==> config.mk <==
export PLATFORM = sky130hd
export DESIGN_NAME = rc4_seq
export DESIGN_NICKNAME = d
export VERILOG_FILES = /design/src/rc4_stream_cipher_unit_defines.svh /design/src/rc4_pkg.sv /design/src/rc4_seq.sv
export SDC_FILE = /design/constraint.sdc
export NUM_CORES = 1
export LEC_CHECK = 0
export ABC_AREA = 1
export BUFFER_PORTS_ARGS = -buffer_cell sky130_fd_sc_hd__buf_2
export CAP_MARGIN = 20
export CORE_MARGIN = 2
export CORE_UTILIZATION = 40
export DETAILED_ROUTE_END_ITERATION = 16
export GPL_TIMING_DRIVEN = 0
export PLACE_DENSITY = 0.71
export SYNTH_ARGS = -nofsm -noshare
export SYNTH_HDL_FRONTEND = slang
export SYNTH_SLANG_ARGS = --single-unit
==> constraint.sdc <==
create_clock -name clk -period 2.3 [get_ports clk]
set_input_delay 0.46 -clock clk [delete_from_list [all_inputs] [get_ports clk]]
set_output_delay 0.46 -clock clk [all_outputs]
set_load 0.01 [all_outputs]
==> src/rc4_stream_cipher_unit_defines.svh <==
// assertion macros used by the rc4 engine datapath
`ifndef RC4_STREAM_CIPHER_UNIT_DEFINES_SVH
`define RC4_STREAM_CIPHER_UNIT_DEFINES_SVH

// same-cycle implication, clocked by clk, off during reset
`define RC4_ASSERT_NOW(label, ante, cons, msg) \
	label: assert property (@(posedge clk) disable iff (!arst_n) (ante) |-> (cons)) \
		else $error(msg);

// next-cycle implication, clocked by clk, off during reset
`define RC4_ASSERT_NEXT(label, ante, cons, msg) \
	label: assert property (@(posedge clk) disable iff (!arst_n) (ante) |=> (cons)) \
		else $error(msg);

`endif

==> src/rc4_pkg.sv <==
// rc4 engine package: sizes, codes, control word types and the microcode rom
package rc4_pkg;

	localparam int BYTE_W        = 8;
	localparam int PERM_DEPTH    = 256;
	localparam int PERM_AW       = $clog2(PERM_DEPTH);
	localparam int MAX_KEY_BYTES = 256;
	localparam int KEY_CNT_W     = $clog2(MAX_KEY_BYTES + 1);
	localparam int NUM_STEPS     = 10;
	localparam int STEP_W        = $clog2(NUM_STEPS);

	typedef logic [BYTE_W-1:0]    byte_t;
	typedef logic [PERM_AW-1:0]   perm_addr_t;
	typedef logic [KEY_CNT_W-1:0] key_cnt_t;
	typedef logic [STEP_W-1:0]    step_t;

	// item opcodes
	localparam logic OP_KEY  = 1'b0;
	localparam logic OP_DATA = 1'b1;

	// datapath micro-operations
	typedef enum logic [3:0] {
		UOP_IDLE,
		UOP_D1,
		UOP_D2,
		UOP_D3,
		UOP_KINIT,
		UOP_K0,
		UOP_K1,
		UOP_K2,
		UOP_K3,
		UOP_KFIN
	} uop_t;

	// sequencer branch conditions
	typedef enum logic [2:0] {
		COND_NEXT,
		COND_JUMP,
		COND_DISPATCH,
		COND_WAIT_OUT,
		COND_LOOP
	} cond_t;

	localparam step_t STEP_IDLE  = step_t'(0);
	localparam step_t STEP_D1    = step_t'(1);
	localparam step_t STEP_D2    = step_t'(2);
	localparam step_t STEP_D3    = step_t'(3);
	localparam step_t STEP_KINIT = step_t'(4);
	localparam step_t STEP_K0    = step_t'(5);
	localparam step_t STEP_K1    = step_t'(6);
	localparam step_t STEP_K2    = step_t'(7);
	localparam step_t STEP_K3    = step_t'(8);
	localparam step_t STEP_KFIN  = step_t'(9);

	typedef struct packed {
		uop_t  uop;
		cond_t cond;
		step_t target;
	} ucode_t;

	// sequencer to datapath
	typedef struct packed {
		uop_t uop;
		logic go;
	} rc4_ctl_t;

	// datapath to sequencer
	typedef struct packed {
		logic in_valid;
		logic is_data;
		logic key_last;
		logic out_free;
		logic loop_done;
	} rc4_status_t;

	function automatic ucode_t ucode_rom(input step_t s);
		ucode_t w;
		unique case (s)
			STEP_IDLE:  w = '{UOP_IDLE,  COND_DISPATCH, STEP_KINIT};
			STEP_D1:    w = '{UOP_D1,    COND_NEXT,     STEP_IDLE};
			STEP_D2:    w = '{UOP_D2,    COND_NEXT,     STEP_IDLE};
			STEP_D3:    w = '{UOP_D3,    COND_WAIT_OUT, STEP_IDLE};
			STEP_KINIT: w = '{UOP_KINIT, COND_NEXT,     STEP_IDLE};
			STEP_K0:    w = '{UOP_K0,    COND_NEXT,     STEP_IDLE};
			STEP_K1:    w = '{UOP_K1,    COND_NEXT,     STEP_IDLE};
			STEP_K2:    w = '{UOP_K2,    COND_NEXT,     STEP_IDLE};
			STEP_K3:    w = '{UOP_K3,    COND_LOOP,     STEP_K0};
			STEP_KFIN:  w = '{UOP_KFIN,  COND_JUMP,     STEP_IDLE};
			default:    w = '{UOP_IDLE,  COND_JUMP,     STEP_IDLE};
		endcase
		return w;
	endfunction

endpackage

==> src/rc4_seq.sv <==
// microcode sequencer: step counter, control rom lookup and branch logic
module rc4_seq (
	input  logic                 clk,
	input  logic                 arst_n,
	input  rc4_pkg::rc4_status_t status,
	output rc4_pkg::rc4_ctl_t    ctl
);

	rc4_pkg::step_t  step_q;
	rc4_pkg::step_t  step_nxt;
	rc4_pkg::step_t  step_inc;
	rc4_pkg::ucode_t uw;
	logic            go;

	assign uw       = rc4_pkg::ucode_rom(step_q);
	assign step_inc = step_q + rc4_pkg::step_t'(1);

	always_comb begin
		step_nxt = step_q;
		go       = 1'b1;
		unique case (uw.cond)
			rc4_pkg::COND_NEXT: begin
				step_nxt = step_inc;
			end
			rc4_pkg::COND_JUMP: begin
				step_nxt = uw.target;
			end
			rc4_pkg::COND_DISPATCH: begin
				go = status.in_valid;
				if (status.in_valid) begin
					if (status.is_data) begin
						step_nxt = step_inc;
					end else if (status.key_last) begin
						step_nxt = uw.target;
					end
				end
			end
			rc4_pkg::COND_WAIT_OUT: begin
				go = status.out_free;
				if (status.out_free) begin
					step_nxt = uw.target;
				end
			end
			rc4_pkg::COND_LOOP: begin
				step_nxt = status.loop_done ? step_inc : uw.target;
			end
			default: begin
				step_nxt = rc4_pkg::STEP_IDLE;
			end
		endcase
	end

	always_ff @(posedge clk or negedge arst_n) begin
		if (!arst_n) begin
			step_q <= rc4_pkg::STEP_IDLE;
		end else begin
			step_q <= step_nxt;
		end
	end

	assign ctl.uop = uw.uop;
	assign ctl.go  = go;

endmodule

# After elaboration in Yosys (flattened, before gate mapping)
# Memories as Yosys holds them, arrays and structs flattened.
# Index checks and enable logic that the tools add are counted.
dict set report totals {
  output_inout_bits 5
  reg_bits 4
  n_memories 1
  romBits 144
  inputBits 7
}
dict set report classes {
  n_addsub 1
  eq_ne 7
  reduce_logical 2
  mux 7
}
# memory words width read_ports rd_ports_with_merged_regs wr line
set mem_list {}
lappend mem_list {{(no name shown)} 16 9 1 0 0 rc4_pkg.sv:78} ;# unique case (s)
# operator count
set op_table {}
lappend op_table {{$mux W4} 5}
lappend op_table {{$pmux W4 S5} 1}
lappend op_table {{$eq A3 B2 Y1 const B} 2}
lappend op_table {{$add A4 B1 Y4 const B} 1}
lappend op_table {{$ne A2 B2 Y1 const B} 2}
lappend op_table {{$eq A3 B1 Y1 const B} 1}
lappend op_table {{$eq A3 B3 Y1 const B} 1}
lappend op_table {{$logic_not A3 Y1} 1}
lappend op_table {{$ne A3 B3 Y1 const B} 1}
lappend op_table {{$reduce_and A3 Y1} 1}
lappend op_table {{$pmux W1 S2} 1}

# Longest topological paths before layout
# Gate-level depths: netlist of the first run.
# An unclocked memory read counts as a cell.
dict set report logic_depth {
  depth_word 5
  ltp_mapped 9
  mapped_depth_nobuf 9
}

# Worst setup path before layout of the first run
# No wires, ideal clock.
dict set report synth_path {
  kind {register -> output}
  startpoint {register step_q[0]}
  endpoint {output ctl[0] (netlist name)}
  arrival_ns 1.512
  path_buffers 1
  stages_incl_launch_ff 8
  path_slack_ns 0.328
  path_cell_list {dfrtp_1 inv_1 ha_1 nor2_4 inv_4 o31ai_1 nand2_1 buf_4}
}
dict set report synth_via {
  elab_chain_len 3
  elab_cells_between_ends 4
  cone_classes {eq/ne (2); mux (1); memory (1)}
}
# item line
set synth_lines {}
lappend synth_lines {{start, declared} rc4_seq.sv:9} ;# rc4_pkg::step_t step_q;
lappend synth_lines {{start signal, assigned} rc4_seq.sv:55} ;# step_q <= rc4_pkg::STEP_IDLE;
lappend synth_lines {{start signal, assigned} rc4_seq.sv:57} ;# step_q <= step_nxt;
lappend synth_lines {{$mem_v2 Z16 W9 *} -}
lappend synth_lines {{$eq A3 B2 Y1} rc4_seq.sv:21} ;# unique case (uw.cond)
lappend synth_lines {{$pmux W1 S2 *} rc4_seq.sv:21}
lappend synth_lines {{end, declared} rc4_seq.sv:6} ;# output rc4_pkg::rc4_ctl_t ctl
# Mark *: on every way between the ends. The rest lies on a longest branch, timed or not.

# Final worst setup path of the first run
dict set report layout_path {
  startpoint {register step_q[1]}
  endpoint {output ctl[0] (netlist name)}
}
# The elaborated chain is that of the path after synthesis.

==> summary.md, run 1 <==
| Metric | Value |
|---|---|
| Layout Utilization | 0.615 |
| Vias in the first global route | roughly 460 |
| Seq cells post-synth | 4 |
| GRT Overall Usage | 0.178 |
| GPL Wtd Cong | approximately 0.85 |
| Top flop regs | step_q (4) |
| CP max-delay cell | dfrtp_2 |
| Yosys top cell area share | 0.188 |
| Crit path capture | ctl[0] |
| RSZ-0062 raised after global routing | false |
| Initial antenna violation count | 0 |
| Slew headroom | 0.852 |
| Slew Viols, Final | 0 |
| Die ar. | roughly 1600 um^2 |
| First-pass GRT wire length | approximately 2.0 mm |
| Starting DRC count in detailed routing | 9 |
| Top Ports | 12 |
| H-tree depth | 1 |
| Max_cap viols | 0 |
| Worst hold path type | in -> async |
| Worst-path clk slew | 0.04 ns |
| Cell accounting for the most synthesized area | dfrtp_1 |
| Clock buffers created by TritonCTS | 3 |
| Final Hold Violating Endpoints | 0 |
| Core footprint | 1270 um^2 |
| Post-synthesis sequential area ratio | 0.188 |
| Root buffer cell | clkbuf_4 |
| Ant diodes | 0 |
| Final worst path period share | 0.926 |
| Flop2flop setup slack | 0.44 ns |
| Pin count of the biggest net entering global routing | 11 |
| Yosys synthesis warning count | 0 |
| Site row count | 13 |
| Required time of the critical path | 1.84 ns |
| Commonest non-fill, non-tap cell in the layout | nand2_1 |
| CTS tree | yes |
| Critical Path Sink Type | primary output |
| Initial core utilization | 0.420 |
| Worst Setup SP | step_q[1] |
| Clock Skews | around 0.006 ns |
| # clock sinks | 4 |
| Routed Wire Length | 1.38 mm |
| Total grt overflow | 0 |
| Mean Syn Cell Area | ~7 um^2 |
| Die width | a little over 40 um |
| DRC violations left | 0 |
| Number of flip-flops in the largest register | 4 |
| Area Growth Syn to Fin | 46.5% |
| Die H | roughly 41 um |
| CP Class | reg -> out |
| Worst-case reg-to-reg path depth | 12 |
| Peak VDD IR | 0.670 mV |
| Dpl cells | approximately 100 |
| Startpoint types | flop |
| Drt via density | 5.10 |
| Synth cell types | 22 |
| Minimum clock period | 2.13 ns |
| Nets@finish | 113 |
| CP arrival | approximately 1.7 ns |
| Pre-Repair DR Iteration Count | 4 |
| CTS Hold Buffers Added | 0 |
| CP dominant cell by count | inv_4 |
| Pleak | ~0.39 nW |
| Via Count | between 500 and 600 |
| CP max FO | 5 |
| Outcome | completed |
| CTS Buffer Depth | 2 |
| Layout cell share with drive strength beyond 1 | 0.505 |
| Most frequent cells in the layout | 12 x nand2_1, 10 x buf_2, 10 x buf_4, 9 x nor2_1, 9 x nand3_1 |
| Final setup viols | 0 |
| Post-Syn Instances | 76 |
| Biggest register | step_q |
| Routed WL per cell | 12.1 um |
| Port Buffers | 11 |
| Synth Cell Area | 533 um^2 |
| Highest clock rate | roughly 470 MHz |
| Slowest cell delay on critical path | 0.46 ns |
| Fin cells | between 100 and 150 |
| Least-Margin Pin Slew | approximately 0.22 ns |
| Pwr/cell area | around 1500 nW/um^2 |
| Syn_nets | roughly 90 |
| Reg2reg end | step_q[2] |
| Synth area leaders | dfrtp_1 19%, ha_1 12%, nand3_1 8.5% |
| Post-DP HPWL | about 930 um |
| Critical path, cell by cell | inv_4, ha_4, nor2_4, inv_4, o31ai_4, nand2_1, buf_6 |
| Clock Latency Late Sink | approximately 0.23 ns |
| Reg2Reg Launch Point | step_q[1] |
| Final ANT Viol Nets | 0 |
[final cells by class]
cell class,instances,area (um^2)
inverters,14,62.6
fillers,119,488
flip-flops and latches,4,104
plain buffers,1,11.3
well taps,15,18.8
clock buffers,3,22.5
multi-input cells,56,425
repair buffers,21,136
[where the power goes]
part | internal [mW] | total, mW | leakage (nW) | switching [mW]
combinational | 0.447 | 0.917 | 0.328 | 0.470
sequential | 0.102 | 0.161 | 0.0485 | 0.0585
clock | 0.0582 | 0.0850 | 0.0138 | 0.0267
[critical path, delay by kind of cell (launching register included)]
kind	cells	cell delay, ns
AOI/OAI and AO/OA	1	0.16
adders and majority gates	1	0.22
buffers and inverters	3	0.29
DFF	1	0.46
and+or+nand+nor	2	0.31
[what timing repair did]
action	in CTS	in global routing
pin swaps	1	4
setup endpoints to repair	1	1
resized for setup	9	10
buffers inserted	2	8
[metrics by stage]
step	setup TNS [ns]	setup slack, ns	hold slack, ns	power [mW]	area (um^2)
floorplan	0	0.328	0.164	0.607	533
global placement	0	0.0289	0.265	0.723	607
detailed placement	-0.0329	-0.0329	0.267	0.742	607
CTS	0	0.00954	0.0209	0.919	671
global route	0	0.0846	0.0179	1.26	781
finish	0	0.170	0.0226	1.16	781
[logic make-up after synthesis]
family / count (synthesis) / share of synthesized area
AO/OA/AOI/OAI: 5 / 0.0563
adder cells (fa/ha/maj): 5 / 0.117
flip-flops: 4 / 0.188
AND/OR/NAND/NOR: 45 / 0.484
buffers and inverters: 16 / 0.139
XOR/XNOR: 1 / 0.0164
[how the worst min path moves through the flow]
stage               startpoint   endpoint  depth (start not counted)
finish                  arst_n  step_q[1]                          1
global route            arst_n  step_q[2]                          1
CTS                     arst_n  step_q[2]                          1
detailed placement      arst_n  step_q[2]                          1
global placement        arst_n  step_q[2]                          1
floorplan               arst_n  step_q[0]                          0
[synth_stat cells]
cell type and n:
inv_1 10, nor2_1 9, nor2_2 3, buf_6 1, inv_4 1, nand4_1 3, o21ai_0 2, nor2_4 2
nor2_8 1, nand3_2 4, ha_1 5, o211ai_1 1, nand2_2 1, nand3b_1 1, o21ai_1 1, nand2_1 12
xor2_1 1, inv_2 3, nand3_1 9, buf_4 1, o31ai_1 1, dfrtp_1 4
[routing by layer]
metal,share of wire,vias to the layer above,wire length [um],GRT usage
li1,-,293,-,-
met1,0.45,268,615,0.234
met2,0.51,17,708,0.317
met3,0.032,3,44,0
met4,0.0094,0,13,0.0500
met5,0,-,0,0
No activity file was read; power rests on OpenSTA's default activity.
==> run 2: changes to the inputs <==
==> constraint.sdc (replaced) <==
create_clock -name clk -period 2.6 [get_ports clk]
set_input_delay 0.52 -clock clk [delete_from_list [all_inputs] [get_ports clk]]
set_output_delay 0.52 -clock clk [all_outputs]
set_load 0.01 [all_outputs]
==> summary.md, run 2 (synthesized netlist as in run 1, its figures left out) <==
| Metric | Value |
|---|---|
| Outcome | completed |
| CP max FO | 5 (unchanged) |
| Clock Skews | 0.00430 ns (-0.00179 ns) |
| RSZ-0062 raised after global routing | false |
| Area Growth Syn to Fin | 22.8% |
| Fin Setup TNS | 0 ns (unchanged) |
| Flop2flop setup slack | 0.87 ns (+0.43 ns) |
| DRC violations left | 0 (unchanged) |
| Port Buffers | 11 (unchanged) |
| Die ar. | 1640 um^2 (unchanged) |
| Biggest register | step_q |
| CTS tree | yes |
| Pleak | 0.357 nW (-8.4%) |
| Nets@finish | 107 (-5.3%) |
| Initial antenna violation count | 0 (unchanged) |
| CTS Buffer Depth | 2 (unchanged) |
| Reg2Reg Launch Point | step_q[0] |
| Top flop regs | step_q (4) |
| Worst-case reg-to-reg path depth | 10 (-2) |
| H-tree depth | 1 (unchanged) |
| Filler cells | 135 (+13%) |
| Slew Viols, Final | 0 (unchanged) |
| Most frequent cells in the layout | 12 x nand2_1, 11 x buf_2, 10 x inv_1, 9 x nor2_1, 9 x nand3_1 |
| Slew headroom | 0.816 (-0.0357) |
| Critical Path Sink Type | primary output |
| Multi-input gate area | 359 um^2 (-16%) |
| Worst-path clk slew | 0.04 ns (about the same) |
| Pin count of the biggest net entering global routing | 11 (unchanged) |
| Commonest non-fill, non-tap cell in the layout | nand2_1 |
| Layout cell share with drive strength beyond 1 | 0.387 (-0.118) |
| GPL Wtd Cong | 0.853 (unchanged) |
| CP arrival | 1.94 ns (+0.27 ns) |
| Drt via density | 5.02 (-1.5%) |
| Least-Margin Pin Slew | 0.276 ns (+0.0541 ns) |
| GRT Overall Usage | 0.174 (-0.00455) |
| Die H | 40.5 um (unchanged) |
| # clock sinks | 4 (unchanged) |
| Highest clock rate | approximately 410 MHz |
| Post-DP HPWL | 932 um (unchanged) |
| Clock Latency Late Sink | 0.23 ns (about the same) |
| Dpl cells | 102 (unchanged) |
| Required time of the critical path | 2.08 ns (+0.24 ns) |
| Number of flip-flops in the largest register | 4 (unchanged) |
| CP Class | reg -> out |
| Minimum clock period | approximately 2.5 ns |
| Site row count | 13 (unchanged) |
| Fin cells | 108 (-5.3%) |
| Routed WL per cell | 11.0 um (-9.2%) |
| Peak VDD IR | 0.410 mV (-39%) |
| Startpoint types | flop |
| Root buffer cell | clkbuf_4 |
| Pwr/cell area | 1220 nW/um^2 (-18%) |
| Top Ports | 12 (unchanged) |
| Die width | 40.5 um (unchanged) |
| Reg area | 103 um^2 (-1.2%) |
| Worst hold path type | in -> async |
| Final Hold Violating Endpoints | 0 (unchanged) |
| Clock buffers created by TritonCTS | 3 (unchanged) |
| Vias in the first global route | 447 (-3.0%) |
| Initial core utilization | 0.420 (unchanged) |
| Final ANT Viol Nets | 0 (unchanged) |
| Starting DRC count in detailed routing | 18 (+9) |
| Final worst path period share | 0.948 |
| Reg2reg end | step_q[0] |
| First-pass GRT wire length | 1.94 mm (-2.8%) |
| Via Count | 542 (-6.7%) |
| Ant diodes | 0 (unchanged) |
| Core footprint | 1270 um^2 (unchanged) |
| CTS Hold Buffers Added | 0 (unchanged) |
| Hold slack | 0.0835 ns (+0.0609 ns) |
| Routed Wire Length | 1.19 mm (-14%) |
| Final setup viols | 0 (unchanged) |
| Max_cap viols | 0 (unchanged) |
| Pre-Repair DR Iteration Count | 4 (unchanged) |
| Total grt overflow | 0 (unchanged) |
-- run 2: cell types whose count changed in the layout (fill, tap and decap cells not counted), moves of 2 or more --
cell   before  now
ha_1        1    5
inv_4       4    1
ha_4        3    0
buf_4      10    4
inv_1       8   10
-- run 2: repair_timing --
action                                 CTS  global route
pin swaps                                1             1
setup endpoints to repair                1             1
endpoints found under the hold margin    0             0
resized for setup                        0             2
gates cloned                             0             0
buffers inserted                         1             2
-- run 2: final cells by class --
cell class / count / area share
multi-input cells: 56 / 0.549
plain buffers: 2 / 0.0287
well taps: 15 / 0.0287
clock buffers: 3 / 0.0344
inverters: 14 / 0.0841
repair buffers: 14 / 0.119
flip-flops and latches: 4 / 0.157
-- run 2: worst max-delay path by stage --
stage | start | endpoint | slack, ns | cells past startpoint
floorplan | step_q[0] | ctl[0] | 0.57 | 7
global placement | step_q[0] | ctl[0] | 0.27 | 8
detailed placement | step_q[0] | ctl[0] | 0.21 | 8
CTS | step_q[0] | ctl[0] | 0.02 | 8
global route | step_q[0] | ctl[0] | 0.004 | 9
finish | step_q[0] | ctl[0] | 0.14 | 9
-- run 2: worst max-delay path, cell delays in order (launching register included) --
cell and delay (ns):
dfrtp_2 0.41, inv_1 0.11, ha_1 0.37, nor2_4 0.17, buf_4 0.15, nand3_2 0.08
o31ai_1 0.09, nand2_1 0.08, buf_4 0.13, buf_2 0.12
-- run 2: layer usage --
| layer | GRT usage | up-vias | part of all wire | wire, um |
|---|---|---|---|---|
| met5 | 0 | - | 0 | 0 |
| met4 | 0.0500 | 0 | 0.019 | 23 |
| met3 | 0 | 4 | 0.041 | 49 |
| met2 | 0.310 | 19 | 0.50 | 593 |
| met1 | 0.227 | 241 | 0.44 | 521 |
| li1 | - | 278 | - | - |
-- run 2: power by group --
group	switching, mW	internal [mW]	leakage, nW
logic	0.342	0.252	0.293
registers	0.0359	0.0895	0.0500
clock network	0.0239	0.0515	0.0138
-- run 2: metrics by stage --
stage | power (mW) | cell area [um^2] | util | worst slack (ns)
floorplan | 0.537 | 533 | - | 0.568
global placement | 0.639 | 607 | 0.478 | 0.269
detailed placement | 0.657 | 607 | 0.478 | 0.207
CTS | 0.750 | 637 | 0.502 | 0.0196
global route | 0.879 | 654 | 0.516 | 0.00377
finish | 0.795 | 654 | 0.516 | 0.135
==> run 3: changes to the inputs <==
--- a/config.mk
+++ b/config.mk
@@ -12,7 +12,7 @@
 export CORE_UTILIZATION = 40
 export DETAILED_ROUTE_END_ITERATION = 16
 export GPL_TIMING_DRIVEN = 0
-export PLACE_DENSITY = 0.71
+export PLACE_DENSITY = 0.67
 export SYNTH_ARGS = -nofsm -noshare
 export SYNTH_HDL_FRONTEND = slang
 export SYNTH_SLANG_ARGS = --single-unit
==> summary.md, run 3 (synthesized netlist as in run 1, its figures left out) <==
| Metric | Value |
|---|---|
| NetSw | 378 uW (-5.9%) |
| Layout cell share with drive strength beyond 1 | 0.385 (-0.00248) |
| Clock Skews | 0.00118 ns (-0.00312 ns) |
| Startpoint types | flop |
| GR Util met3 | 0.0333 (+0.0333) |
| Final Hold Violating Endpoints | 0 (unchanged) |
| Total grt overflow | 0 (unchanged) |
| Met2 GRT Util | 0.198 (-0.111) |
| CP Class | reg -> out |
| Pin count of the biggest net entering global routing | 11 (unchanged) |
| Root buffer cell | clkbuf_4 |
| Drt via density | 4.80 (-4.3%) |
| Starting DRC count in detailed routing | 14 (-4) |
| Initial core utilization | 0.420 (unchanged) |
| Nets@finish | 105 (-1.9%) |
| Via Count | 509 (-6.1%) |
| Core footprint | 1270 um^2 (unchanged) |
| Clock buffers created by TritonCTS | 3 (unchanged) |
| Final setup viols | 0 (unchanged) |
| P_int | 358 uW (-8.9%) |
| Dpl cells | 102 (unchanged) |
| CTS Buffer Depth | 2 (unchanged) |
| Met1 Track Usage GR | 0.208 (-0.0185) |
| Die H | 40.5 um (unchanged) |
| Layout Utilization | 0.504 (-0.0118) |
| Minimum clock period | 2.45 ns (-0.0161 ns) |
| Vias in the first global route | 377 (-16%) |
| Flop2flop setup slack | 0.98 ns (+0.11 ns) |
| Most frequent cells in the layout | 12 x nand2_1, 11 x buf_2, 9 x inv_1, 9 x nor2_1, 9 x nand3_1 |
| Slew Viols, Final | 0 (unchanged) |
| Ant diodes | 0 (unchanged) |
| RSZ-0062 raised after global routing | false |
| Peak VDD IR | 0.588 mV (+43%) |
| Clock Latency Late Sink | 0.23 ns (about the same) |
| # clock sinks | 4 (unchanged) |
| Worst-case reg-to-reg path depth | 9 (-1) |
| Post-DP HPWL | 801 um (-14%) |
| H-tree depth | 1 (unchanged) |
| Number of flip-flops in the largest register | 4 (unchanged) |
| GRT Overall Usage | 0.143 (-0.0312) |
| First-pass GRT wire length | 1.57 mm (-19%) |
| Fin cells | 106 (-1.9%) |
| Clock network power share | 0.103 (+0.008) |
| Area Growth Syn to Fin | 20.0% |
| GR peak layer | met1 |
| Sw Ratio | 0.514 (+0.00799) |
| Routed WL per cell | 9.57 um (-13%) |
| Comb power frac | 0.731 (-0.016) |
| Critical Path Sink Type | primary output |
| GPL Wtd Cong | 0.787 (-7.7%) |
| Final worst path period share | 0.942 (-0.00619) |
| Highest clock rate | 408 MHz (+0.66%) |
| Tot Pwr | 737 uW (-7.4%) |
| DRC violations left | 0 (unchanged) |
| Commonest non-fill, non-tap cell in the layout | nand2_1 |
| CTS Hold Buffers Added | 0 (unchanged) |
| Register share of total power | 0.166 (+0.008) |
| Top Ports | 12 (unchanged) |
| Worst hold path type | in -> async |
| Pre-Repair DR Iteration Count | 4 (unchanged) |
| Worst-path clk slew | 0.04 ns (about the same) |
| Least-Margin Pin Slew | 0.230 ns (-0.0460 ns) |
| Slew headroom | 0.847 (+0.0306) |
| CP arrival | 1.93 ns (about the same) |
| Final ANT Viol Nets | 0 (unchanged) |
| Site row count | 13 (unchanged) |
| Initial antenna violation count | 0 (unchanged) |
| Pwr/cell area | 1150 nW/um^2 (-5.2%) |
| Biggest register | step_q |
| CTS tree | yes |
| Reg2Reg Launch Point | step_q[0] |
| Outcome | completed |
| Fin Setup TNS | 0 ns (unchanged) |
| Die ar. | 1640 um^2 (unchanged) |
| Port Buffers | 11 (unchanged) |
| Pleak | 0.347 nW (-2.8%) |
| CP max FO | 6 (+1) |
| Routed Wire Length | 1.01 mm (-15%) |
| Top flop regs | step_q (4) |
| Die width | 40.5 um (unchanged) |
| Reg2reg end | step_q[0] |
| Required time of the critical path | 2.08 ns (about the same) |
| Max_cap viols | 0 (unchanged) |
[run 3: per-stage QoR]
step	hold WS (ns)	area, um^2	worst slack, ns
finish	0.0830	639	0.151
global route	0.0670	639	0.0107
CTS	0.0775	629	0.0171
floorplan	0.224	533	0.568
detailed placement	0.329	607	0.289
global placement	0.324	607	0.276
[run 3: what timing repair did]
item	in CTS	in global routing
setup buffers	0	1
resized for setup	0	3
setup endpoints to repair	0	1
[run 3: cell type report]
class                      count  area (um^2)
buffer                         2         18.8
clock buffer                   3         22.5
fill                         125          629
inverter                      14         55.1
multi-input combinational     56          359
sequential                     4          103
tap                           15         18.8
timing repair buffer          12         62.6
[run 3: worst max-delay path by stage]
stage,from,endpoint,slack (ns),depth (start not counted)
after floorplan,step_q[0],ctl[0],0.57,7
after global placement,step_q[0],ctl[0],0.28,8
after detailed placement,step_q[0],ctl[0],0.29,8
after CTS,step_q[0],ctl[0],0.02,8
after global routing,step_q[0],ctl[0],0.01,8
final,step_q[0],ctl[0],0.15,8
[run 3: power groups by stage]
stage,Sequential (mW),Clock (mW),Combinational [mW]
floorplan,0.109,0,0.428
global placement,0.118,0,0.519
detailed placement,0.116,0,0.524
CTS,0.117,0.0804,0.524
global route,0.126,0.0889,0.603
finish,0.122,0.0762,0.538
[run 3: critical path: stages, from the launching register on]
cell and delay (ns):
dfrtp_2 0.41, inv_2 0.08, ha_1 0.36, nor2_4 0.21
inv_4 0.07, o31ai_1 0.23, nand2_1 0.08, buf_4 0.13
buf_2 0.12
[run 3: metal layers]
metal / up-vias / wire length, um
li1: 274 / -
met1: 225 / 546
met2: 10 / 432
met3: 0 / 34
met4: 0 / 0
met5: - / 0
